File: config.mk
export PLATFORM = sky130hd
export DESIGN_NAME = nvme_host_queue_pair_engine
export DESIGN_NICKNAME = d
export VERILOG_FILES = /design/src/hw/rtl/nvmeqp_pkg.sv /design/src/hw/rtl/nvme_host_queue_pair_engine.sv
export SDC_FILE = /design/constraint.sdc
export NUM_CORES = 1
export LEC_CHECK = 0
export BUFFER_PORTS_ARGS = -buffer_cell sky130_fd_sc_hd__buf_2
export CAP_MARGIN = 20
export CORE_UTILIZATION = 46
export DETAILED_ROUTE_END_ITERATION = 6
export PLACE_DENSITY = 0.83
export SLEW_MARGIN = 20
export SYNTH_ARGS = -nofsm -noshare
export SYNTH_HDL_FRONTEND = slang
export SYNTH_SLANG_ARGS = --single-unit
File: constraint.sdc
create_clock -name clk -period 6.7 [get_ports clk]
set_input_delay 1.005 -clock clk [delete_from_list [all_inputs] [get_ports clk]]
set_output_delay 1.005 -clock clk [all_outputs]
set_load 0.1 [all_outputs]
File: src/hw/rtl/nvmeqp_pkg.sv
// Shared types and constants for the NVMe host queue-pair engine.
package nvmeqp_pkg;

  localparam int unsigned CFG_ADDR_W = 4;
  localparam int unsigned CFG_DATA_W = 32;

  // Register indexes (byte address = 4 * index)
  localparam logic [1:0] REG_DB_STRIDE    = 2'd0;
  localparam logic [1:0] REG_SECTOR_SHIFT = 2'd1;
  localparam logic [1:0] REG_CTRL_READY   = 2'd2;

  localparam logic [3:0] SECTOR_SHIFT_RST = 4'd9;

  // Request operations
  localparam logic OP_SUBMIT   = 1'b0;
  localparam logic OP_COMPLETE = 1'b1;

  localparam logic [7:0]  IO_OPC_WRITE = 8'd1;
  localparam logic [15:0] NVM_CMD_WRITE = 16'd1;
  localparam logic [15:0] NVM_CMD_READ  = 16'd2;

  localparam logic [18:0] DOORBELL_BASE = 19'h01000;

  typedef enum logic [1:0] {
    KIND_QUEUED    = 2'd0,
    KIND_CONSUMED  = 2'd1,
    KIND_NOT_READY = 2'd2,
    KIND_REJECTED  = 2'd3
  } kind_t;

  typedef struct packed {
    kind_t       kind;
    logic [3:0]  slot_index;
    logic [15:0] command_id;
    logic [31:0] dword0;
    logic [31:0] dword10;
    logic [31:0] dword11;
    logic [15:0] dword12;
    logic [18:0] doorbell_offset;
    logic [3:0]  doorbell_value;
    logic [10:0] status_code;
    logic        failed;
  } result_t;

endpackage

File: src/hw/rtl/nvme_host_queue_pair_engine.sv
// NVMe host queue-pair engine: admin and I/O submission/completion ring tracking.
// A request's result is captured in the output register on accept and is shown in the cycle after.
// Throughput: one request per cycle; the output register takes a new result in the
// same cycle its current one is taken, so input ready follows output ready.
// Reset (rst_n, synchronous): pointers 0, phases 1, next command id 1,
// registers to stride 0, sector shift 9, controller not ready; output empty.
module nvme_host_queue_pair_engine #(
  parameter int unsigned QUEUE_DEPTH  = 16,
  parameter int unsigned BUFFER_BYTES = 4096
) (
  input  logic                                clk,
  input  logic                                rst_n,
  // request channel
  input  logic                                in_valid,
  output logic                                in_ready,
  input  logic                                in_op,
  input  logic                                in_queue,
  input  logic [7:0]                          in_opcode,
  input  logic [63:0]                         in_lba,
  input  logic [16:0]                         in_block_count,
  input  logic [31:0]                         in_cqe_dword3,
  // result channel
  output logic                                out_valid,
  input  logic                                out_ready,
  output logic [1:0]                          out_kind,
  output logic [3:0]                          out_slot_index,
  output logic [15:0]                         out_command_id,
  output logic [31:0]                         out_dword0,
  output logic [31:0]                         out_dword10,
  output logic [31:0]                         out_dword11,
  output logic [15:0]                         out_dword12,
  output logic [18:0]                         out_doorbell_offset,
  output logic [3:0]                          out_doorbell_value,
  output logic [10:0]                         out_status_code,
  output logic                                out_failed,
  // configuration port
  input  logic                                psel,
  input  logic                                penable,
  input  logic                                pwrite,
  input  logic [nvmeqp_pkg::CFG_ADDR_W-1:0]   paddr,
  input  logic [nvmeqp_pkg::CFG_DATA_W-1:0]   pwdata,
  output logic [nvmeqp_pkg::CFG_DATA_W-1:0]   prdata,
  output logic                                pready
);
  import nvmeqp_pkg::*;

  localparam int unsigned PTR_W = (QUEUE_DEPTH > 1) ? $clog2(QUEUE_DEPTH) : 1;
  localparam logic [PTR_W-1:0] PTR_LAST = PTR_W'(QUEUE_DEPTH - 1);
  localparam logic [32:0] BUF_LIMIT = 33'(BUFFER_BYTES);

  // configuration registers
  logic [3:0] db_stride_r;
  logic [3:0] sector_shift_r;
  logic       ctrl_ready_r;

  // ring state
  logic [PTR_W-1:0] admin_tail_r, admin_head_r;
  logic [PTR_W-1:0] io_tail_r, io_head_r;
  logic             admin_phase_r, io_phase_r;
  logic [15:0]      cid_r;

  // output register
  logic    out_valid_r;
  result_t res_r;
  result_t res_nxt;

  logic cfg_wr;
  logic [1:0] cfg_idx;
  logic in_fire;

  assign pready  = 1'b1;
  assign cfg_idx = paddr[3:2];
  assign cfg_wr  = psel && penable && pwrite && pready;

  always_ff @(posedge clk) begin
    if (!rst_n) begin
      db_stride_r    <= '0;
      sector_shift_r <= SECTOR_SHIFT_RST;
      ctrl_ready_r   <= 1'b0;
    end else if (cfg_wr) begin
      case (cfg_idx)
        REG_DB_STRIDE:    db_stride_r    <= pwdata[3:0];
        REG_SECTOR_SHIFT: sector_shift_r <= pwdata[3:0];
        REG_CTRL_READY:   ctrl_ready_r   <= pwdata[0];
        default: ;
      endcase
    end
  end

  always_comb begin
    prdata = '0;
    case (cfg_idx)
      REG_DB_STRIDE:    prdata[3:0] = db_stride_r;
      REG_SECTOR_SHIFT: prdata[3:0] = sector_shift_r;
      REG_CTRL_READY:   prdata[0]   = ctrl_ready_r;
      default:          prdata      = '0;
    endcase
  end

  // ---------------------------------------------------------------------
  // Per-request evaluation
  // ---------------------------------------------------------------------
  logic             is_submit, is_io;
  logic [PTR_W-1:0] tail_sel, head_sel, tail_inc, head_inc;
  logic             phase_sel, phase_ok;
  logic [32:0]      byte_cnt;
  logic             reject;
  logic [18:0]      stride;
  logic [19:0]      db_sum;
  logic [PTR_W+3:0] slot_ext, tail_ext, head_ext;
  logic [16:0]      cnt_m1;
  logic [15:0]      cmd_code;
  logic [10:0]      status;

  assign is_submit = (in_op == OP_SUBMIT);
  assign is_io     = in_queue;
  assign tail_sel  = is_io ? io_tail_r : admin_tail_r;
  assign head_sel  = is_io ? io_head_r : admin_head_r;
  assign phase_sel = is_io ? io_phase_r : admin_phase_r;
  assign tail_inc  = (tail_sel == PTR_LAST) ? '0 : tail_sel + 1'b1;
  assign head_inc  = (head_sel == PTR_LAST) ? '0 : head_sel + 1'b1;
  assign phase_ok  = (in_cqe_dword3[16] == phase_sel);

  assign byte_cnt = 33'(in_block_count) << sector_shift_r;
  assign reject   = is_io && (!ctrl_ready_r || (in_block_count == '0) ||
                              (byte_cnt > BUF_LIMIT));

  // doorbell index is 2*queue + completion
  assign stride = 19'd4 << db_stride_r;
  assign db_sum = 20'(DOORBELL_BASE)
                + (in_queue ? {stride, 1'b0} : 20'd0)
                + (in_op    ? 20'(stride)    : 20'd0);

  assign slot_ext = {4'b0, tail_sel};
  assign tail_ext = {4'b0, tail_inc};
  assign head_ext = {4'b0, head_inc};
  assign cnt_m1   = in_block_count - 17'd1;
  assign status   = in_cqe_dword3[27:17];
  assign cmd_code = !is_io ? 16'(in_opcode)
                  : ((in_opcode == IO_OPC_WRITE) ? NVM_CMD_WRITE : NVM_CMD_READ);

  always_comb begin
    res_nxt = '0;
    if (is_submit) begin
      if (reject) begin
        res_nxt.kind = KIND_REJECTED;
      end else begin
        res_nxt.kind            = KIND_QUEUED;
        res_nxt.slot_index      = slot_ext[3:0];
        res_nxt.command_id      = cid_r;
        res_nxt.dword0          = {cid_r, cmd_code};
        res_nxt.dword10         = in_lba[31:0];
        res_nxt.dword11         = in_lba[63:32];
        res_nxt.dword12         = is_io ? cnt_m1[15:0] : 16'd0;
        res_nxt.doorbell_offset = db_sum[18:0];
        res_nxt.doorbell_value  = tail_ext[3:0];
      end
    end else if (!phase_ok) begin
      res_nxt.kind = KIND_NOT_READY;
    end else begin
      res_nxt.kind            = KIND_CONSUMED;
      res_nxt.doorbell_offset = db_sum[18:0];
      res_nxt.doorbell_value  = head_ext[3:0];
      res_nxt.status_code     = status;
      res_nxt.failed          = (status != '0);
    end
  end

  assign in_ready = !out_valid_r || out_ready;
  assign in_fire  = in_valid && in_ready;

  logic do_sub, do_cpl;
  assign do_sub = in_fire && is_submit && !reject;
  assign do_cpl = in_fire && !is_submit && phase_ok;

  always_ff @(posedge clk) begin
    if (!rst_n) begin
      admin_tail_r  <= '0;
      admin_head_r  <= '0;
      io_tail_r     <= '0;
      io_head_r     <= '0;
      admin_phase_r <= 1'b1;
      io_phase_r    <= 1'b1;
      cid_r         <= 16'd1;
    end else begin
      if (do_sub) begin
        cid_r <= cid_r + 16'd1;
        if (is_io) io_tail_r <= tail_inc;
        else       admin_tail_r <= tail_inc;
      end
      if (do_cpl) begin
        // phase flips when the head wraps back to slot zero
        if (is_io) begin
          io_head_r <= head_inc;
          if (head_inc == '0) io_phase_r <= !io_phase_r;
        end else begin
          admin_head_r <= head_inc;
          if (head_inc == '0) admin_phase_r <= !admin_phase_r;
        end
      end
    end
  end

  always_ff @(posedge clk) begin
    if (!rst_n) begin
      out_valid_r <= 1'b0;
    end else if (in_ready) begin
      out_valid_r <= in_valid;
    end
  end

  always_ff @(posedge clk) begin
    if (in_fire) begin
      res_r <= res_nxt;
    end
  end

  assign out_valid           = out_valid_r;
  assign out_kind            = res_r.kind;
  assign out_slot_index      = res_r.slot_index;
  assign out_command_id      = res_r.command_id;
  assign out_dword0          = res_r.dword0;
  assign out_dword10         = res_r.dword10;
  assign out_dword11         = res_r.dword11;
  assign out_dword12         = res_r.dword12;
  assign out_doorbell_offset = res_r.doorbell_offset;
  assign out_doorbell_value  = res_r.doorbell_value;
  assign out_status_code     = res_r.status_code;
  assign out_failed          = res_r.failed;

`ifndef SYNTHESIS
  a_cid_advance: assert property (@(posedge clk) disable iff (!rst_n)
    do_sub |=> (cid_r == $past(cid_r) + 16'd1))
    else $error("command id did not advance after queued submit");

  a_ptr_range: assert property (@(posedge clk) disable iff (!rst_n)
    (admin_tail_r <= PTR_LAST) && (admin_head_r <= PTR_LAST) &&
    (io_tail_r <= PTR_LAST) && (io_head_r <= PTR_LAST))
    else $error("ring pointer beyond queue depth");

  a_reject_no_state: assert property (@(posedge clk) disable iff (!rst_n)
    (in_fire && is_submit && reject) |=>
      ($stable(cid_r) && $stable(io_tail_r) && $stable(admin_tail_r)))
    else $error("rejected submit changed queue state");

  a_fail_flag: assert property (@(posedge clk) disable iff (!rst_n)
    (out_valid && (out_kind == KIND_CONSUMED)) |-> (out_failed == (out_status_code != '0)))
    else $error("failed flag disagrees with status");
`endif

endmodule

## Word level (Yosys, flattened, before mapping)

Cells that the tools add are included.

- Bits in registers: 213

- Add/subtract/negate cells: 6
- $lt $le $gt $ge: 1
- Equality and inequality tests: 6
- Shift-type cells: 2
- Multiplexer cells: 17
- Bitwise logic cells: 2
- Reduce and logical (&&, ||, !) cells: 32

Operator list:

| cell | count |
|---|---|
| $mux 23 | 2 |
| $mux 19 | 2 |
| $mux 35 | 1 |
| $gt 33x13->1 const B | 1 |
| $shl 17x4->33 | 1 |
| $add 13x19->19 const A | 1 |
| $add 19x19->19 | 1 |
| $shl 3x4->19 const A | 1 |
| $logic_not 17->1 | 1 |
| $add 16x1->16 const B | 1 |
| $mux 4 | 4 |
| $reduce_and 2->1 | 8 |
| $sub 16x1->16 const B | 1 |
| $reduce_bool 11->1 | 1 |
| $add 4x1->4 const B | 2 |
| $eq 4x4->1 const B | 2 |
| $eq 8x1->1 const B | 1 |
| $logic_and 1x1->1 | 8 |
| $mux 2 | 4 |
| $mux 8 | 1 |
| $pmux 3 s2 | 1 |
| $reduce_and 3->1 | 2 |
| $logic_not 1->1 | 5 |
| $logic_not 4->1 | 1 |
| other kinds (10) | 13 |

## Longest topological paths before layout

Gate-level depths: netlist of run 1.

- Depth after elaboration: 7
- Gate-level depth with buffers: 14
- Gate-level depth less buffers: 13

## Least setup slack after synthesis of run 1

OpenSTA, ideal clock, no wires.

- Kind: input-to-reg
- From: input out_ready
- To: register admin_tail_r[0]
- Library setup time: 0.137 ns
- Arrival: 7.016 ns
- Data required time: 6.563 ns
- Path slack: -0.453 ns
- Stages: 7
- Cells stage by stage: nand2b_1 > and2_1 > clkbuf_1 > clkbuf_1 > nand2_1 > nand2_1 > a21oi_1

- Longest elaborated chain between the ends: 5

Ends and longest elaborated chain:

| what | RTL line | source |
|---|---|---|
| start, declared | nvme_host_queue_pair_engine.sv:24 | `input logic out_ready,` |
| $logic_or 1x1->1 | nvme_host_queue_pair_engine.sv:169 | `assign in_ready = !out_valid_r \|\| out_ready;` |
| $logic_and 1x1->1 | nvme_host_queue_pair_engine.sv:170 | `assign in_fire = in_valid && in_ready;` |
| via in_fire | nvme_host_queue_pair_engine.sv:69 | `logic in_fire;` |
| $logic_and 1x1->1 (2 in series) | nvme_host_queue_pair_engine.sv:173 | `assign do_sub = in_fire && is_submit && !reject;` |
| $reduce_and 2->1 (no line) | - |  |
| end signal, assigned | nvme_host_queue_pair_engine.sv:189 | `else admin_tail_r <= tail_inc;` |
| end, declared | nvme_host_queue_pair_engine.sv:57 | `logic [PTR_W-1:0] admin_tail_r, admin_head_r;` |

The timed path passes the listed nets, and every way through them passes these cells.
A chain may end at the register's enable or synchronous reset.

==> results of run 1 <==
through the flow:
stage	instances	utilization (%)
6_report	1462	56.5
5_1_grt	1462	56.5
4_1_cts	1461	56.5
3_5_place_dp	1429	53.6
3_3_place_gp	1429	53.6
2_1_floorplan	982	-
path summary, 6_finish.rpt:
path / endpoint / slack (ns) / cells past startpoint
max reg2reg: out_doorbell_offset[18] / 2.41 / 13
min: admin_tail_r[1] / 0.47 / 2
max: out_doorbell_offset[18] / 1.94 / 13
min reg2reg: admin_tail_r[1] / 0.47 / 2
kinds of logic after synthesis:
kind of cell / Yosys count / synth area share (%)
muxes: 71 / 8.17
other: 2 / 0.0741
adders and majority gates: 35 / 4.39
AOI/OAI and AO/OA: 97 / 6.30
xor gates and xnor gates: 25 / 2.16
and+or+nand+nor: 400 / 20.6
buffers and inverters: 127 / 7.23
DFF: 187 / 51.0
sequential cells by signal, summed over array words and instances, names as in the netlist, 2 cells and up:
name,count
admin_head_r,4
admin_tail_r,4
cid_r,16
db_stride_r,4
io_head_r,4
io_tail_r,4
out_command_id,16
out_doorbell_offset,17
out_doorbell_value,4
out_dword0,8
out_dword10,32
out_dword11,32
out_dword12,16
out_kind,2
out_slot_index,4
out_status_code,11
sector_shift_r,4
power groups by stage:
stage	logic, mW	clock network [mW]	registers, mW
6_report	0.748	1.02	1.32
5_1_grt	0.774	1.08	1.33
4_1_cts	0.750	1.04	1.32
3_5_place_dp	0.748	0	1.35
3_3_place_gp	0.742	0	1.35
2_1_floorplan	0.272	0	1.73
worst reg2reg max path: stages (launching register included):
cell,delay (ns)
dfxtp_1,0.45
nor2b_1,0.20
nand2_1,0.12
nor2_1,0.14
ha_1,0.24
ha_1,0.23
fa_1,0.40
a21o_1,0.19
a21o_1,0.20
a2111oi_0,0.67
o31ai_1,0.22
o41ai_1,0.55
nor2_1,0.10
a2111oi_0,0.36
cell type report:
cell class                      instances  area, sq um
Clock buffer                           17          425
Sequential cell                       187         5180
Tap cell                              275          344
Clock inverter                         15          188
Timing Repair Buffer                  286         1460
Multi-Input combinational cell        668         4390
Inverter                               14         52.6
Fill cell                            1812         9260
cells in the final DEF (no fill, tap or decap), types with 6 or more instances in the layout:
master	instances
or3_1	7
nand2_1	50
edfxtp_1	143
o21ai_0	21
mux2_2	10
and3_1	20
xnor2_1	15
nand2b_1	22
nor2_1	110
a21oi_1	29
inv_1	14
and2_1	91
nor3_1	19
mux2i_1	52
nor2b_1	14
mux4_2	7
nor3b_1	6
a31oi_1	8
xor2_1	10
buf_2	280
clkbuf_16	17
nand3_1	24
conb_1	40
nand4_1	9
ha_1	34
dfxtp_1	43
synthesized netlist by cell type, drive strengths merged, types with 10 or more instances:
library cell	number
a21oi	29
and2	92
and3	20
buf	71
clkbuf	42
dfxtp	44
edfxtp	143
ha	34
inv	14
mux2	11
mux2i	52
nand2	50
nand2b	22
nand3	24
nor2	110
nor2b	14
nor3	20
o21ai	21
xnor2	15
xor2	10
per-layer routing:
| metal | part of all wire (%) | GRT usage [%] | wire length (microns) |
|---|---|---|---|
| met2 | 50 | 34.0 | 11400 |
| met1 | 42 | 25.1 | 9640 |
| met5 | 0 | 0 | 0 |
| met3 | 7.0 | 4.03 | 1610 |
| met4 | 1.5 | 6.16 | 342 |
==> key figures, run 1 <==
STA
  – Hold_ws: 0.469 ns
  – Worst setup margin: 1.94 ns
  – Fin crit share: 71.1%
  – RSZ-0062 raised after global routing: false
  – Tmin final: 4.76 ns
  – Fmax: 210 MHz
  – Fin Setup TNS: 0 ns
  – Relative slew slack: 36.3%
  – Slew Limit Fails: 0
  – Hold Fails Final Rpt: 0
  – Setup violators final: 0
  – Worst-margin pin slew: 0.955 ns
  – Worst-case clock skew: 0.0116 ns

Run status
  – Outcome: completed

Power
  – Pleak: 5.37 nW
  – Internal power: 1.92 mW
  – Sw Ratio: 37.8%
  – Sequential power share: 42.8%
  – PwrDens: 257 nW/um^2
  – NetSw: 1.17 mW
  – Total Power: 3.09 mW
  – Clk network pwr share: 33.1%
  – Worst vdd ir: 0.155 mV
  – Logic gate share of total power: 24.2%

Logic synthesis
  – Synth area leaders: edfxtp_1, dfxtp_1, and2_1, mux2i_1, buf_4
  – Ys flop type: edfxtp_1
  – Yosys reg bits: 187
  – Yosys warning total: 0
  – Post-Syn Instances: 944
  – Yosys top cell area share: 42.4%
  – Number of distinct library cells after synthesis: 65
  – Largest area contributor in the netlist: edfxtp_1
  – EDFF count, synth: 143
  – Avg Cell Area, Syn: 10.7 sq um
  – Post-synthesis sequential area ratio: 51.0%
  – Ys async rst share: 0%
  – Post-Syn Area: 10100 sq um

Setup path
  – Worst Path Buf+Inv: 1
  – Worst Setup SP: in_queue
  – Reg2Reg Launch Point: db_stride_r[1]
  – Required @ worst endpoint: 6.91 ns
  – Critical Path End Type: register
  – CP peak stage delay: 0.67 ns
  – Startpoint Class: input port
  – CP max stage cell: a2111oi_0
  – Crit Path Class: in -> reg
  – Worst path top cell family by delay: compound AO/OA/AOI/OAI gates
  – CP Data Arrival Time: 4.97 ns
  – Cells along the critical path: buf_2 > nand2_1 > nor2_1 > ha_1 > ha_1 > fa_1 > a21o_1 > a21o_1 > a2111oi_0 > o31ai_1 > o41ai_1 > nor2_1 > a2111oi_0
  – Critical Path Fanout Max: 23

Die
  – I/O pins: 370
  – DIE AREA: 22600 sq um
  – Die width: 150 microns
  – Rows: 53
  – Initial core utilization: 47.6%
  – Chip Height: 150 microns
  – Core Region: 21300 sq um

Placement
  – Dpl hpwl: 16700 microns
  – Placer congestion estimate: 0.899
  – Pre-CTS setup slack: 1.45 ns
  – Placed Area: 11400 sq um
  – Port bufs: 280

Routing
  – 1st-iter DRT viols: 452
  – DRC: 0
  – Number of vias per cell: 5.22
  – Drt wl/cell: 15.7 microns
  – DR vias: 7632
  – Routed Antenna Nets: 0
  – Drt first pass iters: 5
  – Total Wirelength: 23000 microns

Global routing
  – Largest net degree at the start of global routing: 88
  – GR Overflow Total: 0
  – Total track usage: 19.8%
  – Vias in the first global route: 6821
  – Global-route wire length before repair: 35100 microns
  – Initial antenna violation count: 0

Job
  – Max_cap viols: 0

Final layout
  – Layout area overhead: 18.7%
  – Antenna diode count: 0
  – Total Nets Final: 1375
  – Design area: 12000 sq um
  – Share of layout cells above drive strength 1: 29.1%

Clock network
  – TritonCTS buffer count: 17
  – Post-CTS Hold Buffers: 0
  – Max H-tree Level: 4
  – Post_cts resized: 0
  – Clock sinks: 187
  – Clk buf depth: 2
  – Root buffer cell: clkbuf_16
  – Postcts setup bufs: 0
  – CTS tree: done
  – Worst-skew pair later-pin latency: 0.43 ns
  – Worst-path clk slew: 0.07 ns

Min path
  – Hold Path Origin: admin_tail_r[1]
  – Hold WC Path Type: reg -> reg
(Power assumes the default switching activity.)
==> run 2, diff against run 1 <==
Clock period 6.7 ns to 3.86 ns, I/O delays scaled along.
==> key figures, run 2 (synthesis gave the netlist of run 1 again) <==
Final layout
  – Most frequent cells in the layout: buf_2, edfxtp_1, nor2_1
  – Share of layout cells above drive strength 1: 30.5% (+1.3 points)
  – Layout area overhead: 20.6%
  – Total Nets Final: 1395 (+1.5%)
  – Leading cell type in the layout, fill and taps excluded: buf_2
  – Design area: 12200 sq um (+1.6%)

STA
  – Fin crit share: 95.9%
  – Slew Limit Fails: 0 (unchanged)
  – Hold Fails Final Rpt: 0 (unchanged)
  – Relative slew slack: 44.9% (+8.6 points)
  – Worst-case clock skew: 0.0124 ns (+0.000829 ns)
  – Tmin final: 3.70 ns
  – RSZ-0062 raised after global routing: true
  – Fmax: 270 MHz
  – Setup violators final: 0 (unchanged)
  – Worst-margin pin slew: 0.826 ns (-0.130 ns)

Routing
  – 1st-iter DRT viols: 636 (+41%)
  – Number of vias per cell: 5.27 (+1.0%)
  – DR vias: 7819 (+2.5%)
  – Drt first pass iters: 6 (+1)
  – DRC: 0 (unchanged)
  – Routed Antenna Nets: 0 (unchanged)
  – Total Wirelength: 24300 microns (+5.5%)
  – Drt wl/cell: 16.4 microns (+4.0%)

Clock network
  – Max H-tree Level: 4 (unchanged)
  – Post_cts resized: 0 (unchanged)
  – CTS tree: done
  – Clk buf depth: 2 (unchanged)
  – Post-CTS Hold Buffers: 0 (unchanged)
  – Clock sinks: 187 (unchanged)
  – Worst-path clk slew: 0.08 ns (about the same)
  – Root buffer cell: clkbuf_16
  – Worst-skew pair later-pin latency: 0.42 ns (about the same)
  – TritonCTS buffer count: 17 (unchanged)
  – Postcts setup bufs: 0 (unchanged)

Setup path
  – Worst Path Buf+Inv: 0 (-1)
  – CP max stage cell: fa_1
  – Critical Path End Type: register
  – CP peak stage delay: 0.40 ns (-0.27 ns)
  – Crit Path Class: reg -> reg
  – Critical Path Fanout Max: 8 (-65%)
  – Worst path top cell family by delay: compound AO/OA/AOI/OAI gates
  – Required @ worst endpoint: 4.05 ns (-2.86 ns)
  – CP Data Arrival Time: 3.90 ns (-1.07 ns)
  – Cells along the critical path: or2_2 > nor2_1 > ha_1 > ha_1 > fa_1 > a21o_1 > a21o_1 > a2111oi_4 > o31ai_1 > o41ai_2 > nor2_1 > a2111oi_0
  – Startpoint Class: register

Power
  – Worst vdd ir: 0.267 mV (+73%)
  – Total Power: 5.42 mW (+75%)
  – Pleak: 5.48 nW (+2.1%)
  – PwrDens: 444 nW/um^2 (+73%)

Global routing
  – Largest net degree at the start of global routing: 57 (-35%)
  – GR Overflow Total: 0 (unchanged)
  – Global-route wire length before repair: 36700 microns (+4.7%)
  – Vias in the first global route: 7225 (+5.9%)
  – Total track usage: 20.8% (+0.96 points)
  – Initial antenna violation count: 1 (+1)

Die
  – I/O pins: 370 (unchanged)
  – DIE AREA: 22600 sq um (unchanged)
  – Rows: 53 (unchanged)
  – Die width: 150 microns (unchanged)
  – Initial core utilization: 47.6% (unchanged)
  – Chip Height: 150 microns (unchanged)
  – Core Region: 21300 sq um (unchanged)

Placement
  – Dpl hpwl: 17700 microns (+6.1%)
  – Placed Area: 11600 sq um (+1.5%)
  – Placer congestion estimate: 0.901 (+0.21%)
  – Port bufs: 280 (unchanged)

Run status
  – Outcome: completed

Job
  – Max_cap viols: 0 (unchanged)

Min path
  – Hold WC Path Type: in -> reg
## run 2: cell count changes in the layout (fill, tap and decap cells not counted), sizes merged
| cell | delta |
|---|---|
| diode | +1 |
| clkinvlp | +1 |
| clkinv | -3 |
| buf | +20 |
| inv | +2 |
## run 2: routing by layer
| layer | GRT usage [%] | up-vias | part of all wire (%) |
|---|---|---|---|
| met2 | 35.5 | 302 | 49 |
| li1 | - | 3753 | - |
| met4 | 8.54 | 0 | 2.9 |
| met5 | 0 | - | 0 |
| met1 | 25.7 | 3722 | 41 |
| met3 | 3.94 | 42 | 6.2 |
## run 2: stage by stage
stage               TNS [ns]  hold WS [ns]  setup WS (ns)  utilization (%)  instances
floorplan                  0         0.434         0.0284                -        982
global placement           0         0.442          0.128             54.4       1450
detailed placement         0         0.455          0.103             54.4       1450
CTS                        0         0.398          0.166             57.3       1482
global route         -0.0151         0.413        -0.0151             57.4       1483
finish                     0         0.412          0.158             57.4       1483
## run 2: layout make-up
cell class | instances | area [sq um]
Tap cell | 275 | 344
Clock inverter | 15 | 198
Timing Repair Buffer | 306 | 1610
Antenna cell | 1 | 2.50
Sequential cell | 187 | 5180
Clock buffer | 17 | 425
Fill cell | 1820 | 9070
Inverter | 14 | 52.6
Multi-Input combinational cell | 668 | 4410
## run 2: power by group
group,total [mW],switching [mW],internal (mW)
sequential,2.29,0.0285,2.27
combinational,1.31,1.12,0.190
clock,1.82,0.911,0.905
## run 2: worst register-to-register path, delay by kind of cell, from the launching register on
kind | cells | cell delay, ns
AOI/OAI and AO/OA | 6 | 1.66
and+or+nand+nor | 3 | 0.58
adders and majority gates | 3 | 0.87
DFF | 1 | 0.36
## run 2: worst paths after layout
path | from | endpoint | slack [ns] | cells past startpoint
max | db_stride_r[3] | out_doorbell_offset[18] | 0.16 | 12
min | in_valid | out_valid | 0.41 | 3
max reg2reg | db_stride_r[3] | out_doorbell_offset[18] | 0.16 | 12
min reg2reg | admin_tail_r[0] | admin_tail_r[0] | 0.46 | 2
==> run 3, diff against run 2 <==
Settings changed: ABC_AREA from default to 1, CORE_UTILIZATION 46 to 47, PLACE_DENSITY 0.83 to 0.81, SKIP_LAST_GASP from default to 1.
Clock period 3.86 ns to 4.05 ns, I/O delays scaled along.
==> key figures, run 3 <==
Run status
  – Outcome: completed

Logic synthesis
  – Synth area leaders: edfxtp_1, dfxtp_1, nand2_1, nor2_1, inv_1
  – Yosys warning total: 0 (unchanged)
  – Avg Cell Area, Syn: 8.74 sq um (-19%)
  – Post-Syn Instances: 1191 (+26%)
  – Post-Syn Area: 10400 sq um (+2.7%)
  – Post-synthesis sequential area ratio: 49.7% (-1.3 points)
  – Ys flop type: edfxtp_1
  – Largest area contributor in the netlist: edfxtp_1
  – Ys async rst share: 0% (unchanged)
  – Most frequent cells after synthesis: nand2_1, nor2_1, inv_1, edfxtp_1, nand3_1
  – Yosys top cell area share: 41.3% (-1.1 points)
  – Count leader, synth: nand2_1
  – Number of distinct library cells after synthesis: 45 (-31%)
  – EDFF count, synth: 143 (unchanged)
  – Yosys reg bits: 187 (unchanged)

Clock network
  – Max H-tree Level: 4 (unchanged)
  – Clk buf depth: 2 (unchanged)
  – TritonCTS buffer count: 17 (unchanged)
  – Post_cts resized: 0 (unchanged)
  – Worst-path clk slew: 0.07 ns (about the same)
  – Post-CTS Hold Buffers: 0 (unchanged)
  – Postcts setup bufs: 0 (unchanged)
  – Worst-skew pair later-pin latency: 0.43 ns (about the same)
  – CTS tree: done
  – Root buffer cell: clkbuf_16
  – Clock sinks: 187 (unchanged)

Power
  – Logic gate share of total power: 24.8% (+0.6 points)
  – Sequential power share: 42.5% (+0.2 points)
  – Clk network pwr share: 32.7% (-0.8 points)
  – Internal power: 3.22 mW (-4.1%)
  – Sw Ratio: 37.6% (-0.42 points)
  – Worst vdd ir: 0.256 mV (-4.2%)
  – NetSw: 1.94 mW (-5.8%)
  – PwrDens: 419 nW/um^2 (-5.5%)
  – Pleak: 5.82 nW (+6.1%)

Final layout
  – Share of layout cells above drive strength 1: 25.4% (-5.1 points)
  – Register area: 5180 sq um (unchanged)
  – Multi-input gate area: 4060 sq um (-7.9%)
  – Non-Filler Instances: 1736 (+17%)
  – Layout area overhead: 18.5%
  – Filler cell count: 1921 (+5.5%)
  – Leading cell type in the layout, fill and taps excluded: buf_2
  – Most frequent cells in the layout: buf_2, nand2_1, nor2_1
  – Total Nets Final: 1639 (+17%)

Global routing
  – GR Overflow Total: 0 (unchanged)
  – Global-route wire length before repair: 38000 microns (+3.5%)
  – GR Util met1: 25.3% (-0.43 points)
  – Vias in the first global route: 7741 (+7.1%)
  – Largest net degree at the start of global routing: 122 (+110%)
  – Grt met3 use: 4.28% (+0.34 points)
  – Routing usage on met2: 38.5% (+3.0 points)
  – Initial antenna violation count: 6 (+5)
  – Total track usage: 21.6% (+0.82 points)
  – GRT Max-Usage Layer: met2

Die
  – Core Region: 21800 sq um (+2.2%)
  – Die width: 151 microns (+0.24%)
  – Rows: 54 (+1.9%)
  – Initial core utilization: 47.8% (+0.22 points)
  – I/O pins: 370 (unchanged)
  – DIE AREA: 22700 sq um (+0.47%)
  – Chip Height: 151 microns (+0.24%)

STA
  – Hold Fails Final Rpt: 0 (unchanged)
  – Slew Limit Fails: 0 (unchanged)
  – Setup violators final: 0 (unchanged)
  – Fin crit share: 85.6% (-10 points)
  – Worst-margin pin slew: 0.790 ns (-0.0357 ns)
  – Relative slew slack: 47.3% (+2.4 points)
  – Worst-case clock skew: 0.0153 ns (+0.00288 ns)
  – RSZ-0062 raised after global routing: false
  – Tmin final: 3.47 ns (-0.236 ns)
  – Fin Setup TNS: 0 ns (unchanged)
  – Fmax: 289 MHz (+6.8%)

Setup path
  – CP max stage cell: dfxtp_1
  – CP Data Arrival Time: 3.64 ns (-0.26 ns)
  – Crit. path cell count: 14 (+2)
  – Worst Path Buf+Inv: 2 (+2)
  – Critical Path Fanout Max: 11 (+3)
  – R2R cell count: 14 (+2)
  – Cells along the critical path: clkinv_1 > nor4_1 > inv_1 > nor2_1 > ha_1 > ha_1 > nand2_1 > nor3_1 > nand3_1 > o2111ai_1 > nand3_1 > nand2_1 > xnor2_1 > nor2_1
  – Required @ worst endpoint: 4.22 ns (+0.17 ns)
  – Critical Path End Type: register
  – CP peak stage delay: 0.53 ns (+0.13 ns)
  – Startpoint Class: register
  – Worst path top cell family by delay: simple AND/OR/NAND/NOR gates
  – Crit Path Class: reg -> reg

Placement
  – Port bufs: 280 (unchanged)
  – Dpl cells: 1699 (+17%)
  – Dpl hpwl: 18800 microns (+6.3%)
  – Placer congestion estimate: 0.883 (-2.0%)

Routing
  – DR vias: 8682 (+11%)
  – Total Wirelength: 25300 microns (+4.3%)
  – DRC: 0 (unchanged)
  – Drt first pass iters: 5 (-1)
  – Number of vias per cell: 5.00 (-5.1%)
  – Routed Antenna Nets: 0 (unchanged)
  – Drt wl/cell: 14.6 microns (-11%)
  – 1st-iter DRT viols: 631 (-0.79%)

Min path
  – Hold WC Path Type: in -> reg
  – Hold Path Cell Cnt: 3 (unchanged)

Job
  – Max_cap viols: 0 (unchanged)
-- run 3: changes by cell type in the layout (fill, tap and decap cells not counted), sizes merged, moves of 22 or more --
cell,change
nand3,+60
and2,-92
nand2b,-22
inv,+150
a21oi,+27
xor2,+23
nand2,+140
mux2i,-50
nor2,+91
-- run 3: per-stage QoR --
| stage | utilization (%) | setup WS, ns | area (sq um) | power, mW | hold slack, ns |
|---|---|---|---|---|---|
| final | 56.7 | 0.585 | 12300 | 5.17 | 0.424 |
| after CTS | 56.6 | 0.617 | 12300 | 5.21 | 0.406 |
| after floorplan | - | 0.00752 | 10600 | 3.34 | 0.424 |
| after global routing | 56.6 | 0.262 | 12300 | 5.35 | 0.425 |
| after detailed placement | 53.9 | 0.595 | 11700 | 3.52 | 0.442 |
| after global placement | 53.9 | 0.643 | 11700 | 3.51 | 0.439 |
-- run 3: power groups by stage --
stage	clock [mW]	sequential, mW	combinational, mW
finish	1.69	2.20	1.28
global route	1.80	2.21	1.34
CTS	1.73	2.20	1.28
detailed placement	0	2.24	1.28
global placement	0	2.24	1.27
floorplan	0	2.84	0.498
-- run 3: worst paths after layout --
check                   from                 endpoint  slack [ns]
max           db_stride_r[3]  out_doorbell_offset[18]        0.58
min                pwdata[3]        sector_shift_r[3]        0.42
max reg2reg   db_stride_r[3]  out_doorbell_offset[18]        0.58
min reg2reg  admin_head_r[1]          admin_head_r[1]        0.45
-- run 3: kinds of logic after synthesis --
kind of cell	Yosys count	share of synthesized area, %
xor+xnor	45	3.79
simple gates	539	23.4
mux	2	0.192
compound gates	114	5.90
buf+inv	267	12.6
fa+ha+maj	35	4.28
flops	187	49.7
other cells	2	0.0722
-- run 3: routing by layer --
metal  wire (microns)  share of wire, %
met4              611               2.4
met1            10300                40
met2            12900                51
met3             1580               6.3
met5                8             0.032
-- run 3: worst reg2reg max path: stages (launching register included) --
cell,delay [ns]
dfxtp_1,0.53
clkinv_1,0.35
nor4_1,0.41
inv_1,0.07
nor2_1,0.10
ha_1,0.25
ha_1,0.38
nand2_1,0.10
nor3_1,0.22
nand3_1,0.12
o2111ai_1,0.20
nand3_1,0.13
nand2_1,0.11
xnor2_1,0.15
nor2_1,0.09
-- run 3: final cells by class --
cell class                 instances  share of cell area, %
clock buffer                      18                   3.48
multi-input combinational        775                   33.0
sequential                       187                   42.0
clock inverter                    14                   1.38
timing repair buffer             286                   11.9
inverter                         171                   5.32
tap                              280                   2.84
antenna                            5                  0.101
